**src/design/mmst_pkg.sv**
```systemverilog
`default_nettype none
package mmst_pkg;

   localparam int LEAVES_DEFAULT = 1024;

   // Matrix entry layout: e11 in the lowest 16 bits, then e12, e21, e22.
   localparam int ENT_W = 16;
   localparam int MAT_W = 4 * ENT_W;
   localparam logic [MAT_W-1:0] MAT_IDENT = 64'h0001_0000_0000_0001;

   localparam int MOD_W = 17;
   localparam int RECIP_W = 33;
   localparam logic [ENT_W-1:0] MODULUS_RESET = 16'hFFFF;

   localparam int CSR_ADDR_W = 3;
   localparam logic [0:0] REG_MODULUS = 1'b0;

   localparam int FIFO_DEPTH = 4;

   typedef enum logic [1:0] {
      CMD_LOAD,
      CMD_RANGE,
      CMD_EMPTY,
      CMD_ROOT
   } cmd_kind_type;

   typedef struct packed {
      logic full;
      logic empty;
   } fifo_stat_type;

   typedef struct packed {
      logic done;
      logic busy;
   } mul_stat_type;

   typedef struct packed {
      logic init_done;
   } back_stat_type;

   typedef struct packed {
      logic ready;
   } csr_stat_type;

   // Command word: {range_hi, range_lo, node, matrix, kind}.
   function automatic int cmd_width(input int leaves);
      cmd_width = 2 + MAT_W + 3 * ($clog2(leaves) + 1);
   endfunction

endpackage
`default_nettype wire

```
**src/design/mmst_front.sv**
```systemverilog
`default_nettype none
module mmst_front #(
   parameter int LEAVES = mmst_pkg::LEAVES_DEFAULT,
   localparam int LOG2P = $clog2(LEAVES),
   localparam int P = 1 << LOG2P,
   localparam int NW = LOG2P + 1,
   localparam int PW = LOG2P + 1,
   localparam int CW = mmst_pkg::cmd_width(LEAVES)
) (
   input  wire logic                 req_tvalid,
   output logic                      req_tready,
   input  wire logic [95:0]          req_tdata,
   input  wire logic                 req_tuser,
   input  wire mmst_pkg::fifo_stat_type fifo_stat,
   input  wire mmst_pkg::back_stat_type back_stat,
   input  wire mmst_pkg::csr_stat_type  csr_stat,
   output logic                      push,
   output logic [CW-1:0]             push_data
);

   logic [9:0]                      leaf_index;
   logic [mmst_pkg::MAT_W-1:0]      leaf_mat;
   logic [31:0]                     left32, right32, rsat32, node32;
   logic                            load_ok, empty, root;
   mmst_pkg::cmd_kind_type          kind;

   assign req_tready = ~fifo_stat.full & back_stat.init_done & csr_stat.ready;

   assign leaf_index = req_tdata[9:0];
   assign leaf_mat = req_tdata[73:10];
   assign left32 = {22'b0, req_tdata[83:74]};
   assign right32 = {22'b0, req_tdata[93:84]};

   assign load_ok = {22'b0, leaf_index} < 32'(LEAVES);
   assign node32 = 32'(P) + {22'b0, leaf_index};
   assign rsat32 = (right32 > 32'(LEAVES - 1)) ? 32'(LEAVES - 1) : right32;
   assign empty = left32 > rsat32;
   // A span that is the whole tree comes back exactly as stored.
   assign root = (left32 == 32'b0) && (rsat32 == 32'(P - 1));

   always_comb begin
      if (req_tuser == 1'b0) begin
         kind = mmst_pkg::CMD_LOAD;
      end else if (empty) begin
         kind = mmst_pkg::CMD_EMPTY;
      end else if (root) begin
         kind = mmst_pkg::CMD_ROOT;
      end else begin
         kind = mmst_pkg::CMD_RANGE;
      end
   end

   // Loads beyond the leaf count are taken and dropped.
   assign push = req_tvalid & req_tready & (req_tuser | load_ok);
   assign push_data = {rsat32[PW-1:0], left32[PW-1:0], node32[NW-1:0], leaf_mat, kind};

endmodule
`default_nettype wire

```
**config.mk**
```make
export PLATFORM = sky130hd
export DESIGN_NAME = mmst_front
export DESIGN_NICKNAME = d
export VERILOG_FILES = /design/src/design/mmst_pkg.sv /design/src/design/mmst_front.sv
export SDC_FILE = /design/constraint.sdc
export NUM_CORES = 1
export LEC_CHECK = 0
export BUFFER_PORTS_ARGS = -buffer_cell sky130_fd_sc_hd__buf_2
export CAP_MARGIN = 20
export CORE_AREA = 2 2 78 80
export DETAILED_ROUTE_END_ITERATION = 7
export DIE_AREA = 0 0 80 82
export PLACE_DENSITY = 0.7
export SLEW_MARGIN = 5
export SYNTH_ARGS = -nofsm -noshare
export SYNTH_HDL_FRONTEND = slang
export SYNTH_SLANG_ARGS = --single-unit
```
**constraint.sdc**
```tcl
create_clock -name vclk -period 1.7
set_clock_uncertainty 0.1 [all_clocks]
set_input_delay 0.17 -clock vclk [all_inputs]
set_output_delay 0.17 -clock vclk [all_outputs]
set_load 0.005 [all_outputs]
```
Word-level counts from Yosys, hierarchy flattened
Cells that the tools add are included.
{ "totals": {"register_bits": 0, "inputBits": 102, "out_inout_bits": 101} }
{ "classes": {"addsub": 1, "order_cmp": 2, "eq_ne": 1, "mux": 4, "bitwise_logic": 4, "n_reduce_logical": 2} }
{ "ops": {"columns": ["cell", "count"], "rows": [
  ["$logic_not 32->1", 1],
  ["$add 11x10->11 const A", 1],
  ["$eq 10x10->1 const B", 1],
  ["$gt 10x10->1", 1],
  ["$gt 10x10->1 const B", 1],
  ["$mux 10", 1],
  ["$mux 2", 3],
  ["$and 1x1->1", 3],
  ["$logic_and 1x1->1", 1],
  ["$not 1->1", 1]
]} }

Depth between registers and ports, before layout
{ "depth": {"word_depth": 7, "ltp_mapped": 6, "mapped_depth_nobuf": 6} }

Worst setup path before layout
OpenSTA, ideal clock, no wires.
{ "synth_path": {"path_type": "input -> output", "startpoint": "input req_tdata[93]", "endpoint": "output push_data[1]", "arrival_time_ns": 1.174, "required_time_ns": 1.430, "slack_ns": 0.256, "stages": 6, "n_path_buf": 0, "path_cell_list": "inv_1 > ha_1 > and4_1 > o2111ai_1 > nor4b_2 > o31ai_1"} }
{ "synth_between": {"elab_chain_len": 7, "elab_cells_between_ends": 8, "classes_between": "order compare (2); eq/ne (1); mux (4); reduce/logical (1)"} }
{ "synth_rtl": {"columns": ["element", "line", "text"], "rows": [
  ["start: declaration", "mmst_front.sv:12", "input wire logic [95:0] req_tdata,"],
  ["$gt 10x10->1", "mmst_front.sv:36", "assign rsat32 = (right32 > 32'(LEAVES - 1)) ? 32'(LEAVES - 1) : right32;"],
  ["$mux 10 *", "mmst_front.sv:36", null],
  ["branches (longest 3 deep; another with $gt 10x10->1)", null, null],
  ["$mux 2 *", "mmst_front.sv:44", "end else if (empty) begin"],
  ["$mux 2 *", "mmst_front.sv:42", "if (req_tuser == 1'b0) begin"],
  ["end: declaration", "mmst_front.sv:18", "output logic [CW-1:0] push_data"]
]} }
Mark *: on every way between the ends.

Worst setup path in the final report
{ "layout_path": {"startpoint": "input req_tdata[82]", "endpoint": "output push_data[1]"} }
{ "layout_between": {"elab_chain_len": 5, "elab_cells_between_ends": 6, "classes_between": "order compare (1); mux (3); reduce/logical (2)"} }
{ "layout_rtl": {"columns": ["element", "line"], "rows": [
  ["branches (longest 3 deep; another with $gt 10x10->1)", null],
  ["$mux 2 *", "mmst_front.sv:44"],
  ["$mux 2 *", "mmst_front.sv:42"]
]} }
Marks and branches as above.

==> summary.txt <==
Status
  – Status: completed

Layout
  – Fin nets: 228
  – Area grow syn2layout: -3.69%
  – Layout Cell Area excl Fill: 1010 µm²
  – Sequential standard cell area: 0 µm²
  – Share of cells above drive strength 1: 73.0%
  – Fill cell count: 664
  – Num sequential: 0
  – Clock buffers: 0
  – Post-Layout Cell Count: 191
  – Footprint of the multi-input gates: 449 µm²

STA
  – Final setup violation count: 0
  – Final period util: 98.4%
  – Final critical-path required period: 1.67 ns
  – Fin. Hold Viols: 0
  – RSZ-0062 raised after global routing: true
  – F_max: 0.598 GHz
  – Final slew viol count: 0
  – Final WS setup: 0.0269 ns
  – Final setup TNS: 0 ns

Worst setup path
  – Buf/Inv on CP: 2
  – WS Path Type: in2out
  – Slowest stage cell, crit path: ha_4
  – CP cell instances: buf_6 > ha_4 > and4_4 > o2111ai_2 > nor4b_4 > o31ai_1 > buf_2
  – Critical Path Start: req_tdata[82]
  – CP max FO: 3
  – Crit start category: input port
  – WP data arrival: 1.40 ns
  – Setup crit end: push_data[1]
  – Worst setup EP type: output port
  – WP data required: 1.43 ns
  – Slowest cell delay on critical path: 0.25 ns
  – Levels on crit path: 7
  – CP delay by family, top: simple AND/OR/NAND/NOR gates

Synth
  – Synth area leaders: buf_4 62%, ha_1 11%, inv_1 3.9%
  – YS warnings: 0
  – Top cell type by total area after synthesis: buf_4
  – Post-Synthesis Cells: 149
  – Syn Area/Cell: 7.06 µm²
  – Synth top area share: 62.1%
  – Post-synthesis cell type count: 27
  – Mapped cell area: 1050 µm²
  – Register area share after synthesis: 0%

Routing
  – Total Routed Length: 2530 µm
  – Drt first pass iters: 2
  – DR vias/cell: 3.66
  – Avg WL per Cell: 13.3 µm
  – Detailed-route DRC error count: 0
  – Top Metal Used: met4
  – Metal-1 WL: 741 µm
  – WL met2: 1170 µm
  – DR vias: 699
  – DR iter-0 viols: 15
  – Final ANT Viol Nets: 0
  – Metal3 WL: 373 µm

Floorplan
  – Die ar.: 6560 µm²
  – Number of top-level pins: 203
  – Die height: 82 µm
  – Number of core rows: 28
  – Die width: 80 µm
  – Placeable Area: 5750 µm²
  – Initial cell density of the core: 18.3%

Placement
  – Port buffer count: 49
  – Inst Count DP: 189
  – Post-place setup slack: -0.100 ns
  – Routability congestion estimate: 0.668
  – DP HPWL: 2000 µm
  – Placed Area: 795 µm²

Flow run
  – Max cap viols: 0

Hold path
  – Hold Path Class: in2out

Global routing
  – Number of global-route vias before repair: 727
  – First-pass GRT wire length: 3480 µm
  – GRT Total Usage: 6.83%
  – Largest net degree at the start of global routing: 6
  – Initial antenna violation count: 1
  – Total gr overflow: 0

Pwr
  – Worst vdd ir: 0.0540 mV
  – PwrDens: 238 nW/µm²
  – Design Power: 0.000241 W
  – Lkg Pwr: 0.485 nW

Clock network
  – Post-CTS Hold Buffers: 0
power breakdown:
group / switching [W] / internal, W / total, W
logic: 0.000105 / 0.000136 / 0.000241
registers: 0 / 0 / 0
clock network: 0 / 0.0000000000786 / 0.0000000000786
total: 0.000105 / 0.000136 / 0.000241
logic make-up after synthesis:
family | Yosys count | synth area share, %
buffers and inverters | 108 | 69.6
and+or+nand+nor | 19 | 12.0
AOI/OAI and AO/OA | 10 | 6.18
adders and majority gates | 9 | 10.7
other | 2 | 0.714
xor gates and xnor gates | 1 | 0.832
layout by cell type (no fill, tap or decap), types with 2 or more instances in the layout:
master	synthesis	final
nand4_1	2	2
inv_2	0	4
buf_8	0	2
ha_4	0	7
and2_1	2	2
ha_1	9	2
buf_6	0	9
nor4_1	2	2
inv_1	11	4
a21oi_1	3	3
conb_1	2	3
buf_2	0	38
nand2_1	4	4
inv_4	0	3
buf_4	87	13
Yosys cell counts:
library cell,count
nand4b_1,1
nand4_1,2
buf_4,87
o21a_1,1
and3_2,1
nor4_1,2
nand3_1,1
nor3_1,1
ha_1,9
a211oi_1,1
o21ai_1,1
xnor2_1,1
nand2_1,4
o21ai_0,1
and2_1,2
inv_1,11
a21oi_1,3
o2111ai_1,1
nand4bb_1,1
nor4b_2,1
clkbuf_1,10
nor2_1,1
and4_1,1
conb_1,2
and2b_2,1
o31ai_1,1
o32ai_1,1
how the worst min path moves through the flow:
stage                             start       endpoint  depth (start not counted)
after floorplan            fifo_stat[1]     req_tready                          1
after global placement    req_tdata[30]  push_data[22]                          0
after detailed placement  req_tdata[30]  push_data[22]                          0
final                     req_tdata[20]  push_data[12]                          0
after CTS                 req_tdata[30]  push_data[22]                          0
after global routing      req_tdata[67]  push_data[59]                          0
through the flow:
stage / utilization [%] / hold WS [ns]
3_3_place_gp: 13.8 / 0.240
3_5_place_dp: 13.8 / 0.240
4_1_cts: 17.5 / 0.240
5_1_grt: 17.6 / 0.240
2_1_floorplan: - / 0.276
6_report: 17.6 / 0.240
routing by layer:
metal,GRT usage (%),up-vias
met5,0,-
met3,2.86,46
li1,-,313
met1,5.84,290
met4,6.95,0
met2,11.8,50
area by class of cell:
class	instances	share of cell area (%)
antenna	1	0.247
inverter	11	4.81
multi-input combinational	42	44.3
tap	75	9.26
timing repair buffer	62	41.4
what timing repair did:
item	in CTS	in global routing
gates resized for setup	39	2
pin swaps	11	3
setup buffers	1	0
setup endpoints to repair	2	2
No activity file was read; power rests on OpenSTA's default activity.
