`config.mk`:
```
export PLATFORM = sky130hd
export DESIGN_NAME = mmst_fifo
export DESIGN_NICKNAME = d
export VERILOG_FILES = /design/src/design/mmst_pkg.sv /design/src/design/mmst_fifo.sv
export SDC_FILE = /design/constraint.sdc
export NUM_CORES = 1
export LEC_CHECK = 0
export ABC_AREA = 1
export BUFFER_PORTS_ARGS = -buffer_cell sky130_fd_sc_hd__buf_2
export CAP_MARGIN = 30
export CORE_MARGIN = 2
export CORE_UTILIZATION = 25
export CTS_CLUSTER_SIZE = 25
export DETAILED_ROUTE_END_ITERATION = 8
export SYNTH_ARGS = -nofsm -noshare
export SYNTH_HDL_FRONTEND = slang
export SYNTH_SLANG_ARGS = --single-unit
```
`constraint.sdc`:
```
create_clock -name clock -period 2.8 [get_ports clock]
set_input_delay 0.28 -clock clock [delete_from_list [all_inputs] [get_ports clock]]
set_output_delay 0.28 -clock clock [all_outputs]
set_load 0.01 [all_outputs]
```
`src/design/mmst_pkg.sv`:
```
`default_nettype none
package mmst_pkg;

   localparam int LEAVES_DEFAULT = 1024;

   // Matrix entry layout: e11 in the lowest 16 bits, then e12, e21, e22.
   localparam int ENT_W = 16;
   localparam int MAT_W = 4 * ENT_W;
   localparam logic [MAT_W-1:0] MAT_IDENT = 64'h0001_0000_0000_0001;

   localparam int MOD_W = 17;
   localparam int RECIP_W = 33;
   localparam logic [ENT_W-1:0] MODULUS_RESET = 16'hFFFF;

   localparam int CSR_ADDR_W = 3;
   localparam logic [0:0] REG_MODULUS = 1'b0;

   localparam int FIFO_DEPTH = 4;

   typedef enum logic [1:0] {
      CMD_LOAD,
      CMD_RANGE,
      CMD_EMPTY,
      CMD_ROOT
   } cmd_kind_type;

   typedef struct packed {
      logic full;
      logic empty;
   } fifo_stat_type;

   typedef struct packed {
      logic done;
      logic busy;
   } mul_stat_type;

   typedef struct packed {
      logic init_done;
   } back_stat_type;

   typedef struct packed {
      logic ready;
   } csr_stat_type;

   // Command word: {range_hi, range_lo, node, matrix, kind}.
   function automatic int cmd_width(input int leaves);
      cmd_width = 2 + MAT_W + 3 * ($clog2(leaves) + 1);
   endfunction

endpackage
`default_nettype wire

```
`src/design/mmst_fifo.sv`:
```
`default_nettype none
module mmst_fifo #(
   parameter int LEAVES = mmst_pkg::LEAVES_DEFAULT,
   localparam int CW = mmst_pkg::cmd_width(LEAVES)
) (
   input  wire logic            clock,
   input  wire logic            reset,
   input  wire logic            push,
   input  wire logic [CW-1:0]   push_data,
   input  wire logic            pop,
   output logic [CW-1:0]        head_data,
   output mmst_pkg::fifo_stat_type stat
);

   localparam int DEPTH = mmst_pkg::FIFO_DEPTH;
   localparam int AW = $clog2(DEPTH);
   localparam int CNTW = $clog2(DEPTH + 1);

   logic [CW-1:0]   entry_ff [DEPTH];
   logic [AW-1:0]   wr_ptr_ff, wr_ptr_in;
   logic [AW-1:0]   rd_ptr_ff, rd_ptr_in;
   logic [CNTW-1:0] count_ff, count_in;

   assign head_data = entry_ff[rd_ptr_ff];
   assign stat.full = (count_ff == CNTW'(DEPTH));
   assign stat.empty = (count_ff == '0);

   always_comb begin
      wr_ptr_in = push ? wr_ptr_ff + AW'(1) : wr_ptr_ff;
      rd_ptr_in = pop ? rd_ptr_ff + AW'(1) : rd_ptr_ff;
      count_in = count_ff;
      if (push && !pop) begin
         count_in = count_ff + CNTW'(1);
      end else if (pop && !push) begin
         count_in = count_ff - CNTW'(1);
      end
   end

   always_ff @(posedge clock) begin
      if (push) begin
         entry_ff[wr_ptr_ff] <= push_data;
      end
   end

   always_ff @(posedge clock) begin
      if (reset) begin
         wr_ptr_ff <= '0;
         rd_ptr_ff <= '0;
         count_ff <= '0;
      end else begin
         wr_ptr_ff <= wr_ptr_in;
         rd_ptr_ff <= rd_ptr_in;
         count_ff <= count_in;
      end
   end

endmodule
`default_nettype wire

```
Word level (Yosys, flattened, before mapping)
Memories as Yosys holds them, arrays and structs flattened. A register that Yosys moved wholly into a read port is not among the register bits.
Cells that the tools add are included.
Widths: inputs -> output; s select.
- reductions and logical operators: 6
- muxes and demuxes: 6
- add/subtract/negate cells: 4
- eq/ne operators: 1
- operator list (kind ; count):
    $mux 3 ; 2
    $add 2x1->2 const B ; 2
    $mux 2 ; 2
    $add 3x1->3 const B ; 1
    $eq 3x3->1 const B ; 1
    $logic_not 3->1 ; 1
    $sub 3x1->3 const B ; 1
    $logic_and 1x1->1 ; 2
    $logic_not 1->1 ; 2
    $mux 1 ; 2
    $reduce_bool 2->1 ; 1
- input bits: 103
- flip-flop bits (word level): 7
- memories: 1
- memory bits (writable): 396
- logic and storage cells: 21
- output and inout port bits: 101
- memory list (name ; words ; width ; rd ports ; clocked after Yosys merged registers in ; write ports ; line ; source):
    entry_ff ; 4 ; 99 ; 1 ; 1 ; 1 ; mmst_fifo.sv:19 ; logic [CW-1:0] entry_ff [DEPTH];

Logic depth before layout (Yosys ltp)
Gate-level depths: netlist (run 1).
- depth in word-level cells: 4
- mapped depth: 10

Worst setup path before layout (run 1)
Ideal clock, no wire load.
- kind: flip-flop to flip-flop
- from: reg wr_ptr_ff[0]
- to: mem entry_ff[2][0] (netlist bit) (enable)
- buffers on the path: 0
- setup slack: -153 ps
- cell stages (with the launch flop): 5
- data arrival time: 2500 ps
- data required time: 2348 ps
- cells stage by stage: dfxtp_1 inv_1 ha_1 nand2_1 inv_1
- RTL lines (what ; line ; source):
    start, declared ; mmst_fifo.sv:20 ; logic [AW-1:0] wr_ptr_ff, wr_ptr_in;
    start signal, assigned ; mmst_fifo.sv:51 ; wr_ptr_ff <= wr_ptr_in;
    end, declared ; mmst_fifo.sv:19 ;
Straight into the memory's write port.

==> impl_metrics.py, run 1 <==
metrics = {
    "run_status": {
        "run_status": "completed",
    },
    "power": {
        "p_leak_uw": 0.00665,
        "irDropWorstVdd_mv": 0.585,
        "pwr_density_cell_nw_per_um2": 709,
    },
    "clocking": {
        "clk_transition_reported_paths_ns": 0.05,
        "cts_root_buf": "sky130_fd_sc_hd__clkbuf_16",
        "cts.sink_count": 405,
        "ctsResizeCount": 0,
        "clock_tree_from_tritoncts": "yes",
        "worstSkewPairLatency_ns": 0.55,
        "htree_levels": 2,
        "clock_tree.buffer_depth": 3,
        "tritoncts.num_buffers": 44,
    },
    "timing": {
        "report.final.slew_viol_count": 0,
        "tightest_slew_ns": 0.906,
        "final.setup.tns_ns": 0,
        "timing.fmax_mhz": 378,
        "final_hold_viol_count": 0,
        "rsz0062_at_grt": "no",
        "setup_viol_count_final": 0,
        "final.hold.worst_slack_ns": 0.0825,
        "worst_clock_skew_ns": 0.0118,
        "fin_crit_ns": 2.65,
        "finalCritPeriodShare_pct": 94.5,
        "maxSlewHeadroom_pct": 39.6,
    },
    "die": {
        "floorplan_row_count": 90,
        "floorplan_die_width_um": 250,
        "fp.dieH_um": 250,
        "initial_core_util_pct": 25.1,
        "core_region_area_um2": 60000,
        "die_outline_area_um2": 62300,
        "num_io_pins": 204,
    },
    "layout": {
        "nets": 1426,
        "layout_common_cells": "sky130_fd_sc_hd__edfxtp_1, sky130_fd_sc_hd__nor2_1, sky130_fd_sc_hd__buf_2",
        "layout-drive-gt1-share_pct": 21.5,
        "antenna_cells_inserted": 0,
        "synthToLayoutAreaGrowth_pct": 28.3,
        "most_frequent_standard_cell_in_the_layout_excluding_fill_and_tap_cells": "sky130_fd_sc_hd__edfxtp_1",
        "combined_area_of_the_multi_input_logic_cells_um2": 2560,
        "num-fill-cells": 5864,
        "register_area_um2": 12100,
    },
    "critical_path": {
        "worst_ep_required_time_ns": 2.52,
        "rrSetupSlack_ns": 1.28,
        "crit_path_start_kind": "flip-flop",
        "critPathMaxFanout": 198,
        "timing.critical_path.arrival_ns": 2.37,
        "timing.setup.critical_path_class": "reg2out",
        "worst_setup_ep_type": "primary output",
    },
    "place": {
        "io_buffer_count": 203,
        "gp_congestion": 0.700,
        "place.detailed.hpwl_um": 19200,
    },
    "job": {
        "maxCapViolations": 0,
    },
    "grt": {
        "top_usage_layer": "met2",
        "largest_net_degree_at_the_start_of_global_routing": 199,
        "globalRouteMet1Util_pct": 14.4,
        "gr-usage-met3_pct": 3.61,
        "grtUsageMet2_pct": 18.5,
        "globalRoute.totalOverflow": 0,
        "grt_usage_pct": 11.4,
        "number_of_global_route_vias_before_repair": 9684,
        "grt_pass1_wl_um": 55100,
        "antenna_found_initial": 5,
    },
    "yosys": {
        "post_synth_mux_area_share_pct": 0,
        "synth_xor_xnor_area_share_pct": 0.0581,
        "synth.ff_latch_count": 405,
        "post_synth_and_or_nand_nor_area_fraction_pct": 5.44,
        "synthesized_nets": 1124,
        "seq_area_frac_synth_pct": 80.1,
        "synth_compound_gate_area_share_pct": 10.9,
        "syn_inst": 1015,
        "dominant_combinational_cell_family_by_area_after_synthesis": "compound AO/OA/AOI/OAI gates",
        "ys_warn_count": 0,
        "yosys.cell_types.count": 22,
        "netlist_area_um2": 15100,
        "synthAdderAreaFrac_pct": 0.548,
        "synth_area_per_cell_um2": 14.9,
    },
    "route": {
        "num_vias": 9447,
        "wl_um": 36000,
        "drt-vias-per-instance": 4.44,
        "postRouteAntennaNets": 0,
        "drtIter0Drc": 618,
        "post_drt_wl_per_cell_um": 16.9,
        "detailedRoute.firstPassIterationCount": 5,
        "drt_drc_violations_left": 0,
    },
    "min_path": {
        "timing.hold.worst.class": "in2reg",
    },
}
stage by stage:
step / instances / total power, µW / area (µm²) / worst slack (ns) / utilization (%)
2_1_floorplan: 1015 / 7790 / 15100 / 0.266 / -
3_3_place_gp: 1953 / 8330 / 17000 / 0.844 / 28.3
3_5_place_dp: 1953 / 8360 / 17000 / 0.758 / 28.3
4_1_cts: 2129 / 13900 / 19300 / 0.153 / 32.2
5_1_grt: 2129 / 14300 / 19300 / 0.0287 / 32.2
6_report: 2129 / 13700 / 19300 / 0.153 / 32.2
cell usage after synthesis:
cell type / n / area share, %
sky130_fd_sc_hd__ha_1: 5 / 0.41
sky130_fd_sc_hd__inv_6: 1 / 0.058
sky130_fd_sc_hd__o21ai_1: 22 / 0.73
sky130_fd_sc_hd__fa_1: 1 / 0.13
sky130_fd_sc_hd__clkbuf_1: 40 / 1.0
sky130_fd_sc_hd__clkinv_4: 1 / 0.058
sky130_fd_sc_hd__buf_4: 7 / 0.35
sky130_fd_sc_hd__xor2_1: 1 / 0.058
sky130_fd_sc_hd__nand4_1: 1 / 0.042
sky130_fd_sc_hd__buf_2: 5 / 0.17
sky130_fd_sc_hd__dfxtp_1: 9 / 1.2
sky130_fd_sc_hd__nor3_1: 2 / 0.066
sky130_fd_sc_hd__nand3_1: 1 / 0.033
sky130_fd_sc_hd__nand2_1: 9 / 0.22
sky130_fd_sc_hd__o22ai_1: 99 / 4.1
sky130_fd_sc_hd__inv_1: 15 / 0.37
sky130_fd_sc_hd__a21oi_1: 3 / 0.10
sky130_fd_sc_hd__buf_12: 1 / 0.13
sky130_fd_sc_hd__buf_6: 11 / 0.82
sky130_fd_sc_hd__edfxtp_1: 396 / 79
sky130_fd_sc_hd__nor2_1: 204 / 5.1
sky130_fd_sc_hd__o21ai_0: 181 / 6.0
layout make-up:
| type | instances | area share, % |
|---|---|---|
| Multi-Input combinational cell | 529 | 13.2 |
| Sequential cell | 405 | 62.4 |
| Clock buffer | 49 | 5.90 |
| Clock inverter | 27 | 0.964 |
| Tap cell | 782 | 5.06 |
| Timing Repair Buffer | 320 | 11.9 |
| Inverter | 17 | 0.459 |
power by group:
group | internal [µW] | switching [µW]
sequential | 6930 | 57.9
combinational | 495 | 847
clock | 3100 | 2280
sequential cells by signal, summed over array words and instances (netlist names), named ones only:
signal     flops
entry_ff     396
count_ff       3
rd_ptr_ff      2
wr_ptr_ff      2
per-layer routing:
layer,wire length [µm],up-vias
met5,60,-
met4,797,8
met3,2630,66
met2,16700,255
met1,15800,4683
li1,-,4435
cell families after synthesis:
kind of cell,count (synthesis)
AOI/OAI and AO/OA,305
xor gates and xnor gates,1
adders and majority gates,6
buffers and inverters,81
DFF,405
and+or+nand+nor,217
timing repair:
action	in CTS	in global routing
setup endpoints to repair	0	0
buffers inserted	0	0
hold buffers	100	0
endpoints found under the hold margin	397	0
worst paths after layout:
path                            cells past startpoint              end    startpoint
worst max register to register                      5  entry_ff[2][71]  wr_ptr_ff[0]
worst min register to register                      1        flip-flop  rd_ptr_ff[1]
worst min-delay path                                4        flip-flop           pop
worst max-delay path                                4    head_data[79]     flip-flop
worst max-delay path: stages (launching register included):
cell                      delay (ns)
sky130_fd_sc_hd__dfxtp_4        0.38
sky130_fd_sc_hd__buf_12         0.59
sky130_fd_sc_hd__o21ai_0        0.25
sky130_fd_sc_hd__o22ai_1        0.26
sky130_fd_sc_hd__buf_2          0.17
Power figures use the tool's default switching activity.
==> run 2, diff against run 1 <==
Settings changed: CORE_UTILIZATION 25 to 40.
==> run 2 against run 1 <==
Combinational power hardly changed; register-to-register slack got worse by 0.26 ns; sequential share of layout area increased by 1.5 points; count of clock-buffer cells in the layout grew 12; worst hold slack worse by 0.016 ns; fmax increased by 2.9%; critical path type unchanged; largest power group unchanged; highest routed layer is now met4.
==> impl_metrics.py, run 2 (same netlist as run 1, synthesis figures left out) <==
metrics = {
    "layout": {
        "top_register": "entry_ff",
        "largest_register_ffs": 396,
        "most_frequent_standard_cell_in_the_layout_excluding_fill_and_tap_cells": "sky130_fd_sc_hd__edfxtp_1",
        "synthToLayoutAreaGrowth_pct": 25.2,
        "layout_common_cells": "sky130_fd_sc_hd__edfxtp_1, sky130_fd_sc_hd__nor2_1, sky130_fd_sc_hd__buf_2",
        "nets": 1425,
        "layout_top_registers": "entry_ff x396, count_ff x3",
        "layout-drive-gt1-share_pct": 20.6,
        "final_cells": 1862,
    },
    "route": {
        "num_vias": 9392,
        "drt_drc_violations_left": 0,
        "drtIter0Drc": 673,
        "postRouteAntennaNets": 0,
        "post_drt_wl_per_cell_um": 18.5,
        "wl_um": 34500,
        "detailedRoute.firstPassIterationCount": 5,
        "drt-vias-per-instance": 5.04,
    },
    "place": {
        "io_buffer_count": 203,
        "gp_congestion": 0.729,
        "placed_cells_incl_taps": 1682,
        "place.detailed.hpwl_um": 18700,
    },
    "power": {
        "power_frac_seq_pct": 52.1,
        "cell_internal_pwr_uw": 10300,
        "p_leak_uw": 0.00656,
        "irDropWorstVdd_mv": 0.463,
        "clock_power_share_pct": 38.0,
        "power.total_uw": 13400,
        "pwr_density_cell_nw_per_um2": 712,
        "netSwitchingFraction_pct": 23.0,
        "comb_power_share_pct": 9.9,
        "switchingPower_uw": 3100,
    },
    "clocking": {
        "ctsResizeCount": 0,
        "cts_root_buf": "sky130_fd_sc_hd__clkbuf_16",
        "clock_tree_from_tritoncts": "yes",
        "htree_levels": 2,
        "cts.sink_count": 405,
        "clk_transition_reported_paths_ns": 0.06,
        "tritoncts.num_buffers": 43,
        "clock_tree.buffer_depth": 3,
        "worstSkewPairLatency_ns": 0.55,
    },
    "critical_path": {
        "worstRegToRegCells": 4,
        "worst_setup_ep_type": "primary output",
        "worst_ep_required_time_ns": 2.52,
        "timing.critical_path.arrival_ns": 2.29,
        "crit_path_cell_trace": "buf_12 -> o21ai_0 -> o22ai_1 -> buf_2",
        "reg2reg_capture_point": "entry_ff[3][83]",
        "cpMaxStageDelayCell": "sky130_fd_sc_hd__buf_12",
        "critPathMaxFanout": 166,
        "timing.setup.critical_path_class": "reg2out",
        "worst_path_largest_cell_delay_ns": 0.43,
        "rrSetupSlack_ns": 1.02,
        "crit-reg2reg-launch": "wr_ptr_ff[0]",
        "crit_path_start_kind": "flip-flop",
    },
    "timing": {
        "final_hold_viol_count": 0,
        "worst_clock_skew_ns": 0.0184,
        "fin_crit_ns": 2.57,
        "rsz0062_at_grt": "no",
        "setup_viol_count_final": 0,
        "maxSlewHeadroom_pct": 45.1,
        "tightest_slew_ns": 0.824,
        "finalCritPeriodShare_pct": 91.9,
        "timing.fmax_mhz": 389,
        "final.setup.tns_ns": 0,
        "report.final.slew_viol_count": 0,
    },
    "grt": {
        "globalRoute.totalOverflow": 0,
        "grt_usage_pct": 17.4,
        "number_of_global_route_vias_before_repair": 9082,
        "antenna_found_initial": 4,
        "grt_pass1_wl_um": 52000,
        "largest_net_degree_at_the_start_of_global_routing": 167,
    },
    "die": {
        "floorplan_die_width_um": 198,
        "floorplan_row_count": 71,
        "die_outline_area_um2": 39300,
        "core_region_area_um2": 37400,
        "initial_core_util_pct": 40.3,
        "fp.dieH_um": 198,
        "num_io_pins": 204,
    },
    "min_path": {
        "timing.hold.worst.class": "in2reg",
        "hold_path_end": "rd_ptr_ff[0]",
        "timing.hold.worst_path_depth": 3,
        "hp-start": "pop",
    },
    "run_status": {
        "run_status": "completed",
    },
    "job": {
        "maxCapViolations": 0,
    },
}
==> run 2: cell types whose count changed in the layout (fill, tap and decap cells not counted), sizes merged <==
cell,change
bufinv,-1
clkbuf,+12
clkinv,-10
clkinvlp,+1
diode,+4
inv,-2
==> run 2: final cells by class <==
cell class	instances	area [µm²]
tap	511	639
antenna	4	10.0
sequential	405	12100
inverter	17	88.8
clock inverter	15	97.6
fill	3193	18500
clock buffer	61	1140
multi-input combinational	529	2560
timing repair buffer	320	2260
==> run 2: repair_timing <==
item | 4_1_cts | 5_1_grt
setup endpoints to repair | 0 | 0
hold buffers | 100 | 0
setup buffers | 0 | 0
hold endpoints to repair | 397 | 0
==> run 2: metal layers <==
layer  vias up  global-route usage, %  share of wire, %
met4         0                   4.85               1.9
met2       279                   27.1                46
li1       4442                      -                 -
met1      4623                   24.5                46
met3        48                   3.97               6.2
met5         -                      0                 0
==> run 2: critical path: cells and delay by family (launching register included) <==
family,cells,cell delay (ns)
compound gates,2,0.51
buf+inv,2,0.62
flops,1,0.38
==> run 2: power by group through the flow <==
stage / Clock, µW / Sequential (µW) / Combinational (µW)
after global routing: 5470 / 7010 / 1470
after detailed placement: 0 / 7120 / 1240
after floorplan: 0 / 7110 / 675
final: 5110 / 7000 / 1330
after global placement: 0 / 7120 / 1220
after CTS: 5250 / 7000 / 1360
==> run 2: metrics by stage <==
stage	instance area, µm²	setup slack, ns	utilization (%)	hold WS (ns)
floorplan	15100	0.266	-	0.352
global placement	16600	0.860	44.5	0.431
detailed placement	16600	0.849	44.5	0.422
CTS	18900	0.239	50.4	0.0319
global route	18900	0.0739	50.5	0.0530
finish	18900	0.228	50.5	0.0664
==> run 2: worst max-delay path by stage <==
stage / from / endpoint / slack [ns]
after floorplan: wr_ptr_ff[0] / entry_ff[0][0] / 0.27
after global placement: flip-flop / head_data[95] / 0.86
after detailed placement: flip-flop / head_data[25] / 0.85
after CTS: flip-flop / head_data[33] / 0.24
after global routing: flip-flop / head_data[25] / 0.07
final: flip-flop / head_data[73] / 0.23
==> run 3, diff against run 2 <==
Clock period 2.8 ns to 2.5 ns, I/O delays scaled along.
==> run 3 against run 2 <==
Die area stayed put; clock power rose by 17%; sequential share of layout area decreased by 0.75 points; critical endpoint is now head_data[97].
==> impl_metrics.py, run 3 (same netlist as run 1, synthesis figures left out) <==
metrics = {
    "power": {
        "clock_power_share_pct": 39.0,
        "switchingPower_uw": 3530,
        "comb_power_share_pct": 9.8,
        "p_leak_uw": 0.00668,
        "cell_internal_pwr_uw": 11800,
        "irDropWorstVdd_mv": 0.611,
        "power_frac_seq_pct": 51.2,
        "netSwitchingFraction_pct": 23.0,
        "pwr_density_cell_nw_per_um2": 802,
    },
    "die": {
        "floorplan_row_count": 71,
        "core_region_area_um2": 37400,
        "num_io_pins": 204,
        "fp.dieH_um": 198,
        "floorplan_die_width_um": 198,
        "die_outline_area_um2": 39300,
        "initial_core_util_pct": 40.3,
    },
    "layout": {
        "layout-drive-gt1-share_pct": 21.6,
        "utilization_pct": 51.1,
        "synthToLayoutAreaGrowth_pct": 26.7,
        "nets": 1431,
        "final_cells": 1868,
        "layout_top_registers": "entry_ff x396, count_ff x3",
        "most_frequent_standard_cell_in_the_layout_excluding_fill_and_tap_cells": "sky130_fd_sc_hd__edfxtp_1",
        "final_design_area_no_fill_um2": 19100,
        "layout_common_cells": "sky130_fd_sc_hd__edfxtp_1, sky130_fd_sc_hd__nor2_1, sky130_fd_sc_hd__buf_2",
        "top_register": "entry_ff",
        "largest_register_ffs": 396,
    },
    "clocking": {
        "cts.sink_count": 405,
        "clk_transition_reported_paths_ns": 0.06,
        "htree_levels": 2,
        "postCtsSetupRepairBufs": 0,
        "tritoncts.num_buffers": 44,
        "worstSkewPairLatency_ns": 0.57,
        "cts_root_buf": "sky130_fd_sc_hd__clkbuf_16",
        "clock_tree.buffer_depth": 3,
        "clock_tree_from_tritoncts": "yes",
    },
    "min_path": {
        "timing.hold.worst.class": "in2reg",
        "hp-start": "pop",
        "timing.hold.worst_path_depth": 4,
    },
    "route": {
        "wl_um": 33900,
        "post_drt_wl_per_cell_um": 18.2,
        "drt_drc_violations_left": 0,
        "drt-vias-per-instance": 4.94,
        "detailedRoute.firstPassIterationCount": 5,
        "drtIter0Drc": 500,
        "postRouteAntennaNets": 0,
        "num_vias": 9233,
    },
    "timing": {
        "rsz0062_at_grt": "yes",
        "tightest_slew_ns": 0.571,
        "finalCritPeriodShare_pct": 96.6,
        "report.final.slew_viol_count": 0,
        "final.hold.worst_slack_ns": 0.0839,
        "setup_viol_count_final": 0,
        "worst_clock_skew_ns": 0.0122,
        "final.setup.tns_ns": 0,
        "final_hold_viol_count": 0,
        "fin_crit_ns": 2.41,
        "maxSlewHeadroom_pct": 61.9,
        "timing.fmax_mhz": 414,
    },
    "critical_path": {
        "crit_path_start_kind": "flip-flop",
        "timing.critical_path.arrival_ns": 2.16,
        "crit_path_cell_trace": "buf_4 -> o21ai_0 -> o22ai_1 -> buf_2",
        "cpMaxStageDelayCell": "sky130_fd_sc_hd__dfxtp_4",
        "crit-reg2reg-launch": "wr_ptr_ff[1]",
        "worstRegToRegCells": 5,
        "worst_path_largest_cell_delay_ns": 0.57,
        "worst_setup_ep_type": "primary output",
        "timing.setup.critical_path_class": "reg2out",
        "worst_ep_required_time_ns": 2.25,
        "critPathMaxFanout": 37,
    },
    "grt": {
        "antenna_found_initial": 3,
        "largest_net_degree_at_the_start_of_global_routing": 76,
        "grt_pass1_wl_um": 52000,
        "globalRoute.totalOverflow": 0,
        "number_of_global_route_vias_before_repair": 9315,
        "grt_usage_pct": 17.4,
    },
    "run_status": {
        "run_status": "completed",
    },
    "place": {
        "gp_congestion": 0.690,
        "placed_cell_area_um2": 16700,
        "place.detailed.hpwl_um": 19100,
        "placed_cells_incl_taps": 1687,
        "io_buffer_count": 203,
    },
    "job": {
        "maxCapViolations": 0,
    },
}
-- run 3: changes by cell type in the layout (fill, tap and decap cells not counted), sizes merged --
cell and change:
buf +4, bufinv +1, inv -1, clkinvlp -1, diode -2, clkbuf -3
clkinv +8
-- run 3: path summary, 6_finish.rpt --
kind | end | slack, ns
hold / removal | rd_ptr_ff[0] | 0.08
hold reg to reg | flip-flop | 0.44
setup reg to reg | entry_ff[1][72] | 0.87
setup / recovery | head_data[97] | 0.09
-- run 3: area by class of cell --
type / instances / area [µm²]
fillers: 3140 / 18300
flip-flops and latches: 405 / 12100
multi-input cells: 529 / 2570
repair buffers: 325 / 2380
clock buffers: 57 / 1150
well taps: 511 / 639
clock inverters: 22 / 183
inverters: 17 / 98.8
diodes: 2 / 5.00
-- run 3: worst max-delay path, delay by kind of cell, from the launching register on --
family	cells	cell delay (ns)
flops	1	0.57
buf+inv	2	0.60
compound gates	2	0.42
-- run 3: through the flow --
step	worst slack, ns	power, µW
after CTS	0.0341	15500
final	0.0860	15300
after global routing	-0.0354	15900
after detailed placement	0.542	9380
after global placement	0.534	9360
after floorplan	0.0105	8730
-- run 3: power by group through the flow --
stage	clock, µW	combinational (µW)	sequential [µW]
floorplan	0	758	7970
global route	6390	1670	7870
finish	5970	1500	7840
detailed placement	0	1400	7990
CTS	6140	1530	7850
global placement	0	1380	7980
-- run 3: repair_timing --
item                                    in CTS  in global routing
gates resized for setup                      3                  4
hold buffers                               100                  0
endpoints found under the hold margin      397                  0
endpoints found under the setup margin      57                 15
pin swaps                                    0                  0
cloned                                       0                  0
-- run 3: routing by layer --
layer | global-route usage (%) | wire length (µm) | vias to the layer above
li1 | - | - | 4450
met1 | 23.3 | 15100 | 4491
met2 | 27.7 | 15700 | 239
met3 | 4.80 | 2440 | 51
met4 | 5.79 | 735 | 2
met5 | 0 | 13 | -
