**src/design/mmst_pkg.sv**
```systemverilog
`default_nettype none
package mmst_pkg;

   localparam int LEAVES_DEFAULT = 1024;

   // Matrix entry layout: e11 in the lowest 16 bits, then e12, e21, e22.
   localparam int ENT_W = 16;
   localparam int MAT_W = 4 * ENT_W;
   localparam logic [MAT_W-1:0] MAT_IDENT = 64'h0001_0000_0000_0001;

   localparam int MOD_W = 17;
   localparam int RECIP_W = 33;
   localparam logic [ENT_W-1:0] MODULUS_RESET = 16'hFFFF;

   localparam int CSR_ADDR_W = 3;
   localparam logic [0:0] REG_MODULUS = 1'b0;

   localparam int FIFO_DEPTH = 4;

   typedef enum logic [1:0] {
      CMD_LOAD,
      CMD_RANGE,
      CMD_EMPTY,
      CMD_ROOT
   } cmd_kind_type;

   typedef struct packed {
      logic full;
      logic empty;
   } fifo_stat_type;

   typedef struct packed {
      logic done;
      logic busy;
   } mul_stat_type;

   typedef struct packed {
      logic init_done;
   } back_stat_type;

   typedef struct packed {
      logic ready;
   } csr_stat_type;

   // Command word: {range_hi, range_lo, node, matrix, kind}.
   function automatic int cmd_width(input int leaves);
      cmd_width = 2 + MAT_W + 3 * ($clog2(leaves) + 1);
   endfunction

endpackage
`default_nettype wire

```
**src/design/mmst_csr.sv**
```systemverilog
`default_nettype none
module mmst_csr (
   input  wire logic                              clock,
   input  wire logic                              reset,
   input  wire logic                              csr_psel,
   input  wire logic                              csr_penable,
   input  wire logic                              csr_pwrite,
   input  wire logic [mmst_pkg::CSR_ADDR_W-1:0]   csr_paddr,
   input  wire logic [31:0]                       csr_pwdata,
   output logic [31:0]                            csr_prdata,
   output logic                                   csr_pready,
   output logic [mmst_pkg::MOD_W-1:0]             mod_eff,
   output logic [mmst_pkg::RECIP_W-1:0]           recip,
   output mmst_pkg::csr_stat_type                 stat
);

   localparam int MW = mmst_pkg::MOD_W;
   localparam int RW = mmst_pkg::RECIP_W;
   localparam int CNT_W = $clog2(RW);

   logic [mmst_pkg::ENT_W-1:0] modulus_ff, modulus_in;
   logic                       busy_ff, busy_in;
   logic [CNT_W-1:0]           cnt_ff, cnt_in;
   logic [MW-1:0]              rem_ff, rem_in;
   logic [RW-1:0]              quo_ff, quo_in;
   logic                       wr_en;
   logic [MW:0]                trial;
   logic                       num_bit;

   assign csr_pready = 1'b1;
   assign wr_en = csr_psel & csr_penable & csr_pwrite & csr_pready
                  & (csr_paddr[2:2] == mmst_pkg::REG_MODULUS);
   assign csr_prdata = (csr_paddr[2:2] == mmst_pkg::REG_MODULUS) ?
                       {16'b0, modulus_ff} : 32'b0;

   // A stored zero stands for 2**16.
   assign mod_eff = (modulus_ff == '0) ? {1'b1, 16'b0} : {1'b0, modulus_ff};
   assign recip = quo_ff;
   assign stat.ready = ~busy_ff;

   // Restoring division of 2**32 by the modulus, one quotient bit a cycle.
   assign num_bit = (cnt_ff == CNT_W'(RW - 1));
   assign trial = {rem_ff, num_bit};

   always_comb begin
      modulus_in = modulus_ff;
      busy_in = busy_ff;
      cnt_in = cnt_ff;
      rem_in = rem_ff;
      quo_in = quo_ff;
      if (busy_ff) begin
         if (trial >= {1'b0, mod_eff}) begin
            rem_in = MW'(trial - {1'b0, mod_eff});
            quo_in = {quo_ff[RW-2:0], 1'b1};
         end else begin
            rem_in = trial[MW-1:0];
            quo_in = {quo_ff[RW-2:0], 1'b0};
         end
         if (cnt_ff == '0) begin
            busy_in = 1'b0;
         end else begin
            cnt_in = cnt_ff - CNT_W'(1);
         end
      end
      if (wr_en) begin
         modulus_in = csr_pwdata[15:0];
         busy_in = 1'b1;
         cnt_in = CNT_W'(RW - 1);
         rem_in = '0;
         quo_in = '0;
      end
   end

   always_ff @(posedge clock) begin
      if (reset) begin
         modulus_ff <= mmst_pkg::MODULUS_RESET;
         busy_ff <= 1'b1;
         cnt_ff <= CNT_W'(RW - 1);
         rem_ff <= '0;
         quo_ff <= '0;
      end else begin
         modulus_ff <= modulus_in;
         busy_ff <= busy_in;
         cnt_ff <= cnt_in;
         rem_ff <= rem_in;
         quo_ff <= quo_in;
      end
   end

endmodule
`default_nettype wire

```
**config.mk**
```make
export PLATFORM = sky130hd
export DESIGN_NAME = mmst_csr
export DESIGN_NICKNAME = d
export VERILOG_FILES = /design/src/design/mmst_pkg.sv /design/src/design/mmst_csr.sv
export SDC_FILE = /design/constraint.sdc
export NUM_CORES = 1
export LEC_CHECK = 0
export ABC_AREA = 1
export BUFFER_PORTS_ARGS = -buffer_cell sky130_fd_sc_hd__buf_2
export CORE_ASPECT_RATIO = 1.4
export CORE_MARGIN = 3
export CORE_UTILIZATION = 25
export CTS_CLUSTER_DIAMETER = 40
export CTS_CLUSTER_SIZE = 12
export DETAILED_ROUTE_END_ITERATION = 10
export GPL_TIMING_DRIVEN = 0
export HOLD_SLACK_MARGIN = 0.03
export PLACE_DENSITY = 0.45
export RECOVER_POWER = 100
export SETUP_SLACK_MARGIN = 0.2
export SLEW_MARGIN = 10
export SYNTH_ARGS = -nofsm -noshare
export SYNTH_HDL_FRONTEND = slang
export SYNTH_SLANG_ARGS = --single-unit
```
**constraint.sdc**
```tcl
create_clock -name clock -period 5.5 [get_ports clock]
set_input_delay 1.1 -clock clock [delete_from_list [all_inputs] [get_ports clock]]
set_output_delay 1.1 -clock clock [all_outputs]
set_load 0.1 [all_outputs]
```
Word-level counts from Yosys, hierarchy flattened
Index checks and enable logic that the tools add are counted.
{ "word_totals": {"regBits": 73, "latchBits": 0, "ram_bits": 0, "rom_bits": 0, "input_bits": 40, "out_inout_bits": 84, "wordCells": 25, "memories": 0} }
{ "op_classes": {"n_addsub": 2, "n_mul": 0, "n_div": 0, "order_cmp": 1, "n_eq_ne": 1, "shifts": 0, "n_mux": 6, "n_bitwise": 6, "n_reduce_logical": 4} }
{ "ops": {"columns": ["cell", "n"], "rows": [
  ["two-way mux 17 bit", 2],
  ["greater-or-equal comparator 18 x 17 -> 1 bit", 1],
  ["subtractor 17 bit", 1],
  ["logical NOT 16 bit", 1],
  ["two-way mux 16 bit", 1],
  ["== test 6 bit (second input constant)", 1],
  ["logical NOT 6 bit", 1],
  ["subtractor 6 x 1 -> 6 bit (second input constant)", 1],
  ["bitwise AND 1 bit", 3],
  ["two-way mux 1 bit", 3],
  ["NOT 1 bit", 3],
  ["AND reduction 2 bit", 1],
  ["OR reduction 2 bit", 1]
]} }

Logic depth before layout (Yosys ltp)
Gate-level depths: netlist (run 1).
{ "logic_depth": {"word_depth": 4, "mapped_depth": 19, "depth_no_buf": 19} }

Worst setup path before layout (run 1)
Ideal clock, no wire load.
{ "synth_timing": {"kind": "input to output", "from": "in csr_paddr[2] in the netlist's numbering", "to": "out csr_prdata[10]", "arrival_time_ps": 2721, "required_ps": 4400, "path_slack_ps": 1679, "stages": 3, "path_buffers": 2, "cell_sequence": "buf_2 -> clkbuf_1 -> nor2_1"} }
{ "synth_between": {"elab_chain_len": 1} }
{ "synth_rtl": {"columns": ["element", "line", "text"], "rows": [
  ["from (decl)", "mmst_csr.sv:8", "input wire logic [mmst_pkg::CSR_ADDR_W-1:0] csr_paddr,"],
  ["two-way mux 16 bit", "mmst_csr.sv:33", "assign csr_prdata = (csr_paddr[2:2] == mmst_pkg::REG_MODULUS) ?"],
  ["to (decl)", "mmst_csr.sv:10", "output logic [31:0] csr_prdata,"]
]} }
No other way between the ends.

Worst setup path after layout (run 1)
{ "layout_timing": {"from": "in csr_paddr[2] in the netlist's numbering", "to": "out csr_prdata[14]"} }
Same word-level chain as after synthesis.

==> results of run 1 <==
stage by stage:
step	util [%]	instance area, µm²	hold WS (ns)	cells	setup WS, ns
finish	31.4	5160	0.465	970	1.76
global route	31.4	5160	0.493	970	1.63
CTS	32.0	5270	0.466	970	2.23
detailed placement	30.4	5000	0.456	955	2.23
global placement	30.4	5000	0.455	955	2.23
floorplan	-	4320	0.444	669	1.68
power breakdown:
part           switching (mW)  total, mW  leakage, nW  internal, mW
Combinational           0.319      0.414         1.77        0.0950
Clock                   0.228      0.542        0.128         0.314
Sequential             0.0210      0.580        0.591         0.559
cell families after synthesis:
kind of cell	Yosys count	share of synthesized area, %
AO/OA/AOI/OAI	71	9.54
flip-flops	73	34.3
AND/OR/NAND/NOR	343	34.5
XOR/XNOR	8	1.64
other	2	0.176
adder cells (fa/ha/maj)	19	5.75
buffers and inverters	138	14.1
placed cells by master, fill, tap and decap left out:
master,instances
nand2_1,207
clkbuf_1,109
inv_1,78
dfxtp_1,73
nor2_1,59
a21oi_1,46
nand3_1,31
buf_2,22
nand4_1,19
ha_1,18
o211ai_1,17
buf_4,17
conb_1,17
clkbuf_16,9
o21ai_0,5
nand3b_1,5
xor2_1,5
nor3_1,4
nor4_1,4
nor2_2,4
nand2_2,3
xnor2_1,3
nand3_2,2
nand2_4,2
or2_2,2
clkinv_2,2
clkinv_1,1
a21oi_2,1
or2_0,1
o31ai_1,1
o21bai_1,1
fa_1,1
clkinvlp_4,1
clkbuf_8,1
registers in the layout, summed over array words and instances, names as in the netlist:
| register | flops |
|---|---|
| busy_ff | 1 |
| recip | 33 |
| cnt_ff | 6 |
| modulus_ff | 16 |
| rem_ff | 17 |
layer usage:
| metal | share of wire, % | global-route usage [%] | vias to the layer above |
|---|---|---|---|
| met1 | 42 | 14.7 | 1843 |
| met3 | 6.0 | 3.43 | 16 |
| met4 | 2.1 | 4.49 | 0 |
| li1 | - | - | 2252 |
| met2 | 50 | 23.2 | 99 |
| met5 | 0 | 0 | - |
area by class of cell:
cell class,instances,area (µm²)
Inverter,79,297
Tap cell,199,249
Clock inverter,3,17.5
Buffer,59,288
Fill cell,1901,11300
Multi-Input combinational cell,458,2250
Clock buffer,12,246
Timing Repair Buffer,87,352
Sequential cell,73,1460
worst reg2reg max path, cell delays in order, from the launching register on:
cell	delay, ns
dfxtp_1	0.33
nor4_1	0.52
nand4_1	0.29
ha_1	0.41
inv_1	0.08
nor2_1	0.06
nand2_1	0.09
inv_1	0.05
nand2_1	0.05
nand2_1	0.05
nor2_1	0.52
clkbuf_1	0.47
nand4_1	0.17
nand2_1	0.09
nor2_1	0.04
nor2_1	0.08
worst max path at each step:
stage	slack, ns	endpoint	startpoint
after detailed placement	2.23	csr_prdata[14]	csr_paddr[2]
final	1.76	csr_prdata[14]	csr_paddr[2]
after global placement	2.23	csr_prdata[13]	csr_paddr[2]
after global routing	1.63	csr_prdata[5]	csr_paddr[2]
after floorplan	1.68	csr_prdata[10]	csr_paddr[2]
after CTS	2.23	csr_prdata[14]	csr_paddr[2]
==> results by group, run 1 <==
Hold path
  • Hold Path End: cnt_ff[0]
  • Hold Crit Start: cnt_ff[0]
  • Tightest Hold Check Type: register to register
  • Worst hold path cell count: 2

STA
  • Max Slew Vio Count: 0
  • # setup viols final: 0
  • Worst-Margin Slew: 1.20 ns
  • Clock skew: 0.00979 ns
  • RSZ-0062 raised after global routing: false
  • Worst rel slew slack: 20.4%
  • Final Critical Period: 3.74 ns
  • Tcrit/Tclk final: 68.0%
  • Total negative setup slack: 0 ns
  • Final Hold Viols: 0
  • Max frequency: 268 MHz

Setup path
  • CP startpoint kind: input pin
  • Reg-to-Reg End: rem_ff[12]
  • Reg2reg setup slack: 2.15 ns
  • CP arrival: 2.64 ns
  • Critical Path Fanout Max: 10
  • CP cell instances: clkbuf_1, clkbuf_1, nor2_1, clkbuf_1
  • Slowest stage cell, crit path: clkbuf_1
  • Crit end category: primary output
  • Critical path buffers and inverters: 3
  • Crit. path cell count: 4
  • Crit Path Class: input pin to primary output
  • Worst path most repeated cell: clkbuf_1
  • Worst reg2reg path startpoint: modulus_ff[0]
  • Crit-path leading delay family: buffers and inverters
  • WP data required: 4.40 ns
  • Reg2Reg Depth: 15
  • Critical path's largest stage delay: 0.88 ns

Logic synthesis
  • Avg Cell Area, Syn: 6.52 µm²
  • Async set-reset flop share out of synthesis: 0%
  • Post-synth EDFFs: 0
  • Synthesized area: 4260 µm²
  • Share of the yosys chip area belonging to registers: 34.3%
  • Synthesized instance count: 654
  • Share of the synthesized area in the top cell type: 34.3%
  • Ys flop type: dfxtp_1
  • FF+latch count, synth: 73
  • Largest cells by area after synthesis: dfxtp_1 34%, nand2_1 18%, inv_1 6.8%
  • Synth area leader: dfxtp_1
  • Syn. warnings: 0
  • Most common library cells after synthesis: 206 x nand2_1, 77 x inv_1, 73 x dfxtp_1, 58 x nor2_1, 46 x a21oi_1
  • Cell variety after synth: 33
  • Top-count cell post-synth: nand2_1

Drt
  • Post-route ant nets: 0
  • WL/cell: 12.4 µm
  • TritonRoute pass-1 iters: 4
  • DRT iter0 DRCs: 142
  • Avg Vias per Cell: 4.34
  • Drt drc: 0
  • Routed WL: 12000 µm
  • Vias after detailed routing: 4210

Floorplan
  • Die Area: 18700 µm²
  • Die height: 160 µm
  • CORE AREA: 16400 µm²
  • Ports: 124
  • Row count: 55
  • Chip width: 116 µm
  • Initial Utilization: 25.9%

Clock tree
  • Cts bufs inserted: 9
  • H-tree levels: 3
  • CTS resizes: 0
  • Maximum clock path buffer count: 2
  • Clk slew on worst S/H paths: 0.06 ns
  • Root Driver: clkbuf_16
  • CTS Hold Bufs: 0
  • CTS tree: done
  • Clk_lat worst skew: 0.34 ns
  • Clk sinks: 73
  • Postcts setup bufs: 0

Place
  • Post-DP HPWL: 9660 µm
  • IO Port Bufs: 87
  • Gpl congestion: 0.852

Final layout
  • Layout area overhead: 21.0%
  • Final Net Count: 826
  • Share of cells above drive strength 1: 8.56%
  • Antenna diode count: 0

GRT
  • Grt total ovfl: 0
  • Vias in the first global route: 4094
  • First-pass GRT wire length: 19500 µm
  • Largest net degree at the start of global routing: 12
  • Initial antenna violation count: 0
  • Total Routing Usage GR: 13.0%

Status
  • Status: complete, no violations

Pwr
  • Pleak: 2.49 nW
  • Overall Power: 1.54 mW
  • PD cells: 298 nW/µm²
  • Peak VDD IR: 0.172 mV

Flow run
  • # Max-Cap Violations: 0
(Power assumes the default switching activity.)
==> run 2: changes to the inputs <==
- clock period: 5.5 -> 3.5 ns (I/O delays scaled with it)
==> run 2 against run 1 <==
  * Combinational power is 57% higher
  * Design area is 0.15% higher
  * First-iteration DRC count stayed put
  * Non-clock buffer count stayed put
  * Largest power group unchanged
==> results by group, run 2 (synthesis results as in run 1) <==
GRT
  • Met1 Track Usage GR: 14.7%
  • Grt total ovfl: 0
  • Most used routing layer: met2
  • Grt met3 use: 3.43%
  • Vias in the first global route: 4094
  • First-pass GRT wire length: 19500 µm
  • Total Routing Usage GR: 13.0%
  • M2 GR Usage: 23.2%
  • Initial antenna violation count: 0
  • Largest net degree at the start of global routing: 12

STA
  • Final Hold Viols: 0
  • Final setup margin: 0.348 ns
  • Total negative setup slack: 0 ns
  • Clock skew: 0.00959 ns
  • Final Critical Period: 3.15 ns
  • Worst rel slew slack: 20.4%
  • Tcrit/Tclk final: 90.1%
  • Max frequency: 317 MHz
  • Worst-Margin Slew: 1.20 ns
  • # setup viols final: 0
  • Max Slew Vio Count: 0
  • RSZ-0062 raised after global routing: false

Setup path
  • Crit end category: primary output
  • CP startpoint kind: register
  • CP cell instances: nor4_1, nand4_1, inv_1, clkbuf_1
  • Reg2Reg Depth: 15
  • Critical Path Fanout Max: 3
  • Reg2reg setup slack: 0.58 ns
  • Crit Path Class: register to primary output
  • Crit-path leading delay family: buffers and inverters
  • Worst reg2reg path startpoint: modulus_ff[0]
  • WP data required: 2.80 ns
  • Reg-to-Reg End: rem_ff[10]
  • Slowest stage cell, crit path: clkbuf_1
  • CP arrival: 2.45 ns
  • Critical path's largest stage delay: 0.86 ns
  • Critical path buffers and inverters: 2

Place
  • Gpl congestion: 0.852
  • Post-DP HPWL: 9660 µm
  • IO Port Bufs: 87
  • Dpl cell area: 5000 µm²
  • Setup WS pre-CTS: 0.679 ns

Final layout
  • Fillers: 1899
  • Post-route design area: 5160 µm²
  • Commonest non-fill, non-tap cell in the layout: nand2_1
  • Layout area overhead: 21.2%
  • Share of cells above drive strength 1: 8.82%
  • Final Net Count: 826
  • Largest register FFs: 33
  • Commonest cells after routing, fill and taps aside: 208 x nand2_1, 106 x clkbuf_1, 78 x inv_1
  • Antenna diode count: 0
  • Final Core Density: 31.4%

Floorplan
  • Die Area: 18700 µm²
  • CORE AREA: 16400 µm²
  • Initial Utilization: 25.9%
  • Ports: 124
  • Chip width: 116 µm
  • Row count: 55
  • Die height: 160 µm

Pwr
  • Clock power share: 35.3%
  • Pleak: 2.50 nW
  • Overall Power: 2.42 mW
  • Internal Pwr Total: 1.52 mW
  • Sw frac: 37.0%
  • PD cells: 468 nW/µm²
  • Switch Pwr: 0.894 mW
  • Power share of the sequential group: 37.7%
  • Peak VDD IR: 0.271 mV
  • Logic pwr share: 26.9%

Clock tree
  • Root Driver: clkbuf_16
  • CTS resizes: 0
  • H-tree levels: 3
  • Clk_lat worst skew: 0.34 ns
  • CTS tree: done
  • Postcts setup bufs: 0
  • CTS Hold Bufs: 0
  • Maximum clock path buffer count: 2
  • Cts bufs inserted: 9
  • Clk slew on worst S/H paths: 0.06 ns
  • Clk sinks: 73

Drt
  • WL/cell: 12.4 µm
  • Drt drc: 0
  • Avg Vias per Cell: 4.31
  • TritonRoute pass-1 iters: 4
  • Post-route ant nets: 0
  • DRT iter0 DRCs: 142
  • Routed WL: 12000 µm
  • Vias after detailed routing: 4183

Hold path
  • Hold Crit Start: cnt_ff[0]
  • Tightest Hold Check Type: register to register
  • Hold Path End: cnt_ff[0]
  • Worst hold path cell count: 2

Flow run
  • # Max-Cap Violations: 0

Status
  • Status: complete, no violations
run 2: changes by cell type in the layout (fill, tap and decap cells not counted), sizes merged:
cell,delta
buf,+2
clkbuf,-2
run 2: per-layer routing:
layer / wire length [µm] / part of all wire [%]
met5: 0 / 0
met4: 255 / 2.1
met3: 704 / 5.9
met2: 6000 / 50
met1: 5040 / 42
run 2: layout make-up:
| class | count | area, µm² | area share (%) |
|---|---|---|---|
| clock buffers | 12 | 246 | 4.77 |
| plain buffers | 59 | 299 | 5.79 |
| inverters | 79 | 297 | 5.74 |
| flip-flops and latches | 73 | 1460 | 28.3 |
| multi-input cells | 458 | 2240 | 43.4 |
| repair buffers | 87 | 353 | 6.83 |
| well taps | 199 | 249 | 4.82 |
| clock inverters | 3 | 17.5 | 0.339 |
run 2: worst max path at each step:
| stage | startpoint | to | depth (start not counted) |
|---|---|---|---|
| 5_1_grt | modulus_ff[15] | mod_eff[16] | 4 |
| 3_3_place_gp | modulus_ff[15] | rem_ff[10] | 15 |
| 2_1_floorplan | csr_paddr[2] | csr_prdata[10] | 3 |
| 6_report | modulus_ff[0] | mod_eff[16] | 4 |
| 3_5_place_dp | modulus_ff[15] | rem_ff[10] | 15 |
| 4_1_cts | modulus_ff[15] | rem_ff[10] | 15 |
run 2: power groups by stage:
stage / logic [mW] / registers [mW] / clock network, mW
CTS: 0.668 / 0.912 / 0.879
global placement: 0.665 / 0.930 / 0
floorplan: 0.543 / 0.921 / 0
finish: 0.651 / 0.911 / 0.854
detailed placement: 0.666 / 0.930 / 0
global route: 0.727 / 0.917 / 0.918
run 2: per-stage QoR:
step | hold WS [ns] | instances
floorplan | 0.444 | 669
global placement | 0.455 | 955
detailed placement | 0.456 | 955
CTS | 0.466 | 970
global route | 0.493 | 970
finish | 0.465 | 970
run 2: worst min-delay path: stages, from the launching register on:
cell and delay (ns):
dfxtp_1 0.31, nand2_1 0.06, a21oi_1 0.05
==> run 3: changes to the inputs <==
- PLACE_DENSITY: 0.45 -> 0.47
- clock period: 3.5 -> 2.87 ns (I/O delays scaled with it)
==> run 3 against run 2 <==
  * Flip-flop and latch count unchanged
  * Highest routed layer unchanged
  * Critical path depth up 13
  * Power is 33% higher
  * Sequential share of layout area is 1.1 points lower
==> results by group, run 3 (synthesis results as in run 1) <==
Setup path
  • Crit Path Class: register to register
  • CP arrival: 2.77 ns
  • Critical Path Fanout Max: 10
  • CP startpoint kind: register
  • Critical path buffers and inverters: 4
  • CP cell instances: inv_1, ha_2, nand3_4, nor3_4, inv_1, ha_1, inv_1, fa_1, nand3_1, nand3_2, nand2_4, nand2_1, buf_6, nand3_2, nor2_1, nor2_1, nor2_1
  • Slowest stage cell, crit path: fa_1
  • Crit-path leading delay family: simple AND/OR/NAND/NOR gates
  • Crit end category: register
  • Critical path's largest stage delay: 0.47 ns
  • WP data required: 3.08 ns

Pwr
  • Sw frac: 35.7%
  • Logic pwr share: 26.2%
  • Switch Pwr: 1.15 mW
  • Overall Power: 3.22 mW
  • Peak VDD IR: 0.294 mV
  • Clock power share: 39.1%
  • Power share of the sequential group: 34.7%
  • Internal Pwr Total: 2.07 mW
  • Pleak: 2.65 nW
  • PD cells: 597 nW/µm²

Drt
  • Avg Vias per Cell: 4.31
  • Vias after detailed routing: 4218
  • WL/cell: 12.2 µm
  • Drt drc: 0
  • TritonRoute pass-1 iters: 4
  • DRT iter0 DRCs: 126
  • Post-route ant nets: 0
  • Routed WL: 12000 µm

STA
  • Total negative setup slack: 0 ns
  • Worst-Margin Slew: 1.20 ns
  • Max frequency: 391 MHz
  • Final Hold Viols: 0
  • Worst rel slew slack: 20.6%
  • Max Slew Vio Count: 0
  • Tcrit/Tclk final: 89.1%
  • # setup viols final: 0
  • Final Critical Period: 2.56 ns
  • Clock skew: 0.00725 ns
  • RSZ-0062 raised after global routing: true

Hold path
  • Tightest Hold Check Type: input pin to register

Place
  • Dpl cell area: 5000 µm²
  • Gpl congestion: 0.829
  • Post-DP HPWL: 9530 µm
  • IO Port Bufs: 87

Final layout
  • Layout area overhead: 26.5%
  • Final Core Density: 32.8%
  • Commonest non-fill, non-tap cell in the layout: nand2_1
  • Largest register FFs: 33
  • Commonest cells after routing, fill and taps aside: 207 x nand2_1, 91 x clkbuf_1, 77 x inv_1
  • Fillers: 1877
  • Antenna diode count: 0
  • Post-route design area: 5390 µm²
  • Share of cells above drive strength 1: 13.4%
  • Final Net Count: 833

Floorplan
  • Die height: 160 µm
  • Chip width: 116 µm
  • Initial Utilization: 25.9%
  • Ports: 124
  • CORE AREA: 16400 µm²
  • Die Area: 18700 µm²
  • Row count: 55

Clock tree
  • Clk slew on worst S/H paths: 0.06 ns
  • Root Driver: clkbuf_16
  • Clk_lat worst skew: 0.34 ns
  • Maximum clock path buffer count: 2
  • Clk sinks: 73
  • CTS Hold Bufs: 0
  • CTS tree: done
  • Cts bufs inserted: 9
  • H-tree levels: 3

GRT
  • Largest net degree at the start of global routing: 14
  • Vias in the first global route: 4071
  • Total Routing Usage GR: 13.0%
  • Grt total ovfl: 0
  • Initial antenna violation count: 0
  • First-pass GRT wire length: 19600 µm

Flow run
  • # Max-Cap Violations: 0

Status
  • Status: complete, no violations
## run 3: stage by stage
step | std cells | setup WS (ns) | hold WS, ns
after global placement | 955 | -0.0115 | 0.453
after floorplan | 669 | 0.101 | 0.444
final | 978 | 0.313 | 0.451
after global routing | 978 | 0.0990 | 0.450
after CTS | 971 | 0.220 | 0.441
after detailed placement | 955 | -0.0124 | 0.457
## run 3: area by class of cell
class | instances | area, µm² | share of cell area [%]
inverters | 79 | 297 | 5.50
flip-flops and latches | 73 | 1460 | 27.2
well taps | 199 | 249 | 4.62
clock inverters | 6 | 90.1 | 1.67
repair buffers | 94 | 419 | 7.78
plain buffers | 59 | 308 | 5.71
clock buffers | 10 | 239 | 4.43
multi-input cells | 458 | 2320 | 43.1
## run 3: timing repair
action	CTS	global route
endpoints found under the setup margin	19	17
buffers inserted	0	7
pin swaps	0	7
gates resized for setup	4	19
## run 3: worst min-delay path, stage by stage
cell	delay [ns]
buf_2	0.07
nand2_1	0.04
o211ai_1	0.06
## run 3: power by group through the flow
stage / logic (mW) / clock network, mW / registers, mW
finish: 0.842 / 1.26 / 1.12
global route: 0.930 / 1.34 / 1.13
CTS: 0.814 / 1.30 / 1.11
detailed placement: 0.804 / 0 / 1.14
global placement: 0.807 / 0 / 1.13
floorplan: 0.662 / 0 / 1.12
## run 3: layer usage
| layer | global-route usage [%] | wire, µm | part of all wire [%] |
|---|---|---|---|
| met1 | 15.0 | 5180 | 43 |
| met3 | 2.94 | 651 | 5.4 |
| met5 | 0 | 0 | 0 |
| met4 | 5.01 | 262 | 2.2 |
| met2 | 22.9 | 5870 | 49 |
## run 3: path summary, 6_finish.rpt
| path | start | slack, ns | endpoint | cells past startpoint |
|---|---|---|---|---|
| min reg2reg | recip[32] | 0.47 | recip[32] | 2 |
| max reg2reg | cnt_ff[1] | 0.31 | rem_ff[15] | 17 |
| max | cnt_ff[1] | 0.31 | rem_ff[15] | 17 |
| min | csr_pwdata[15] | 0.45 | modulus_ff[15] | 3 |
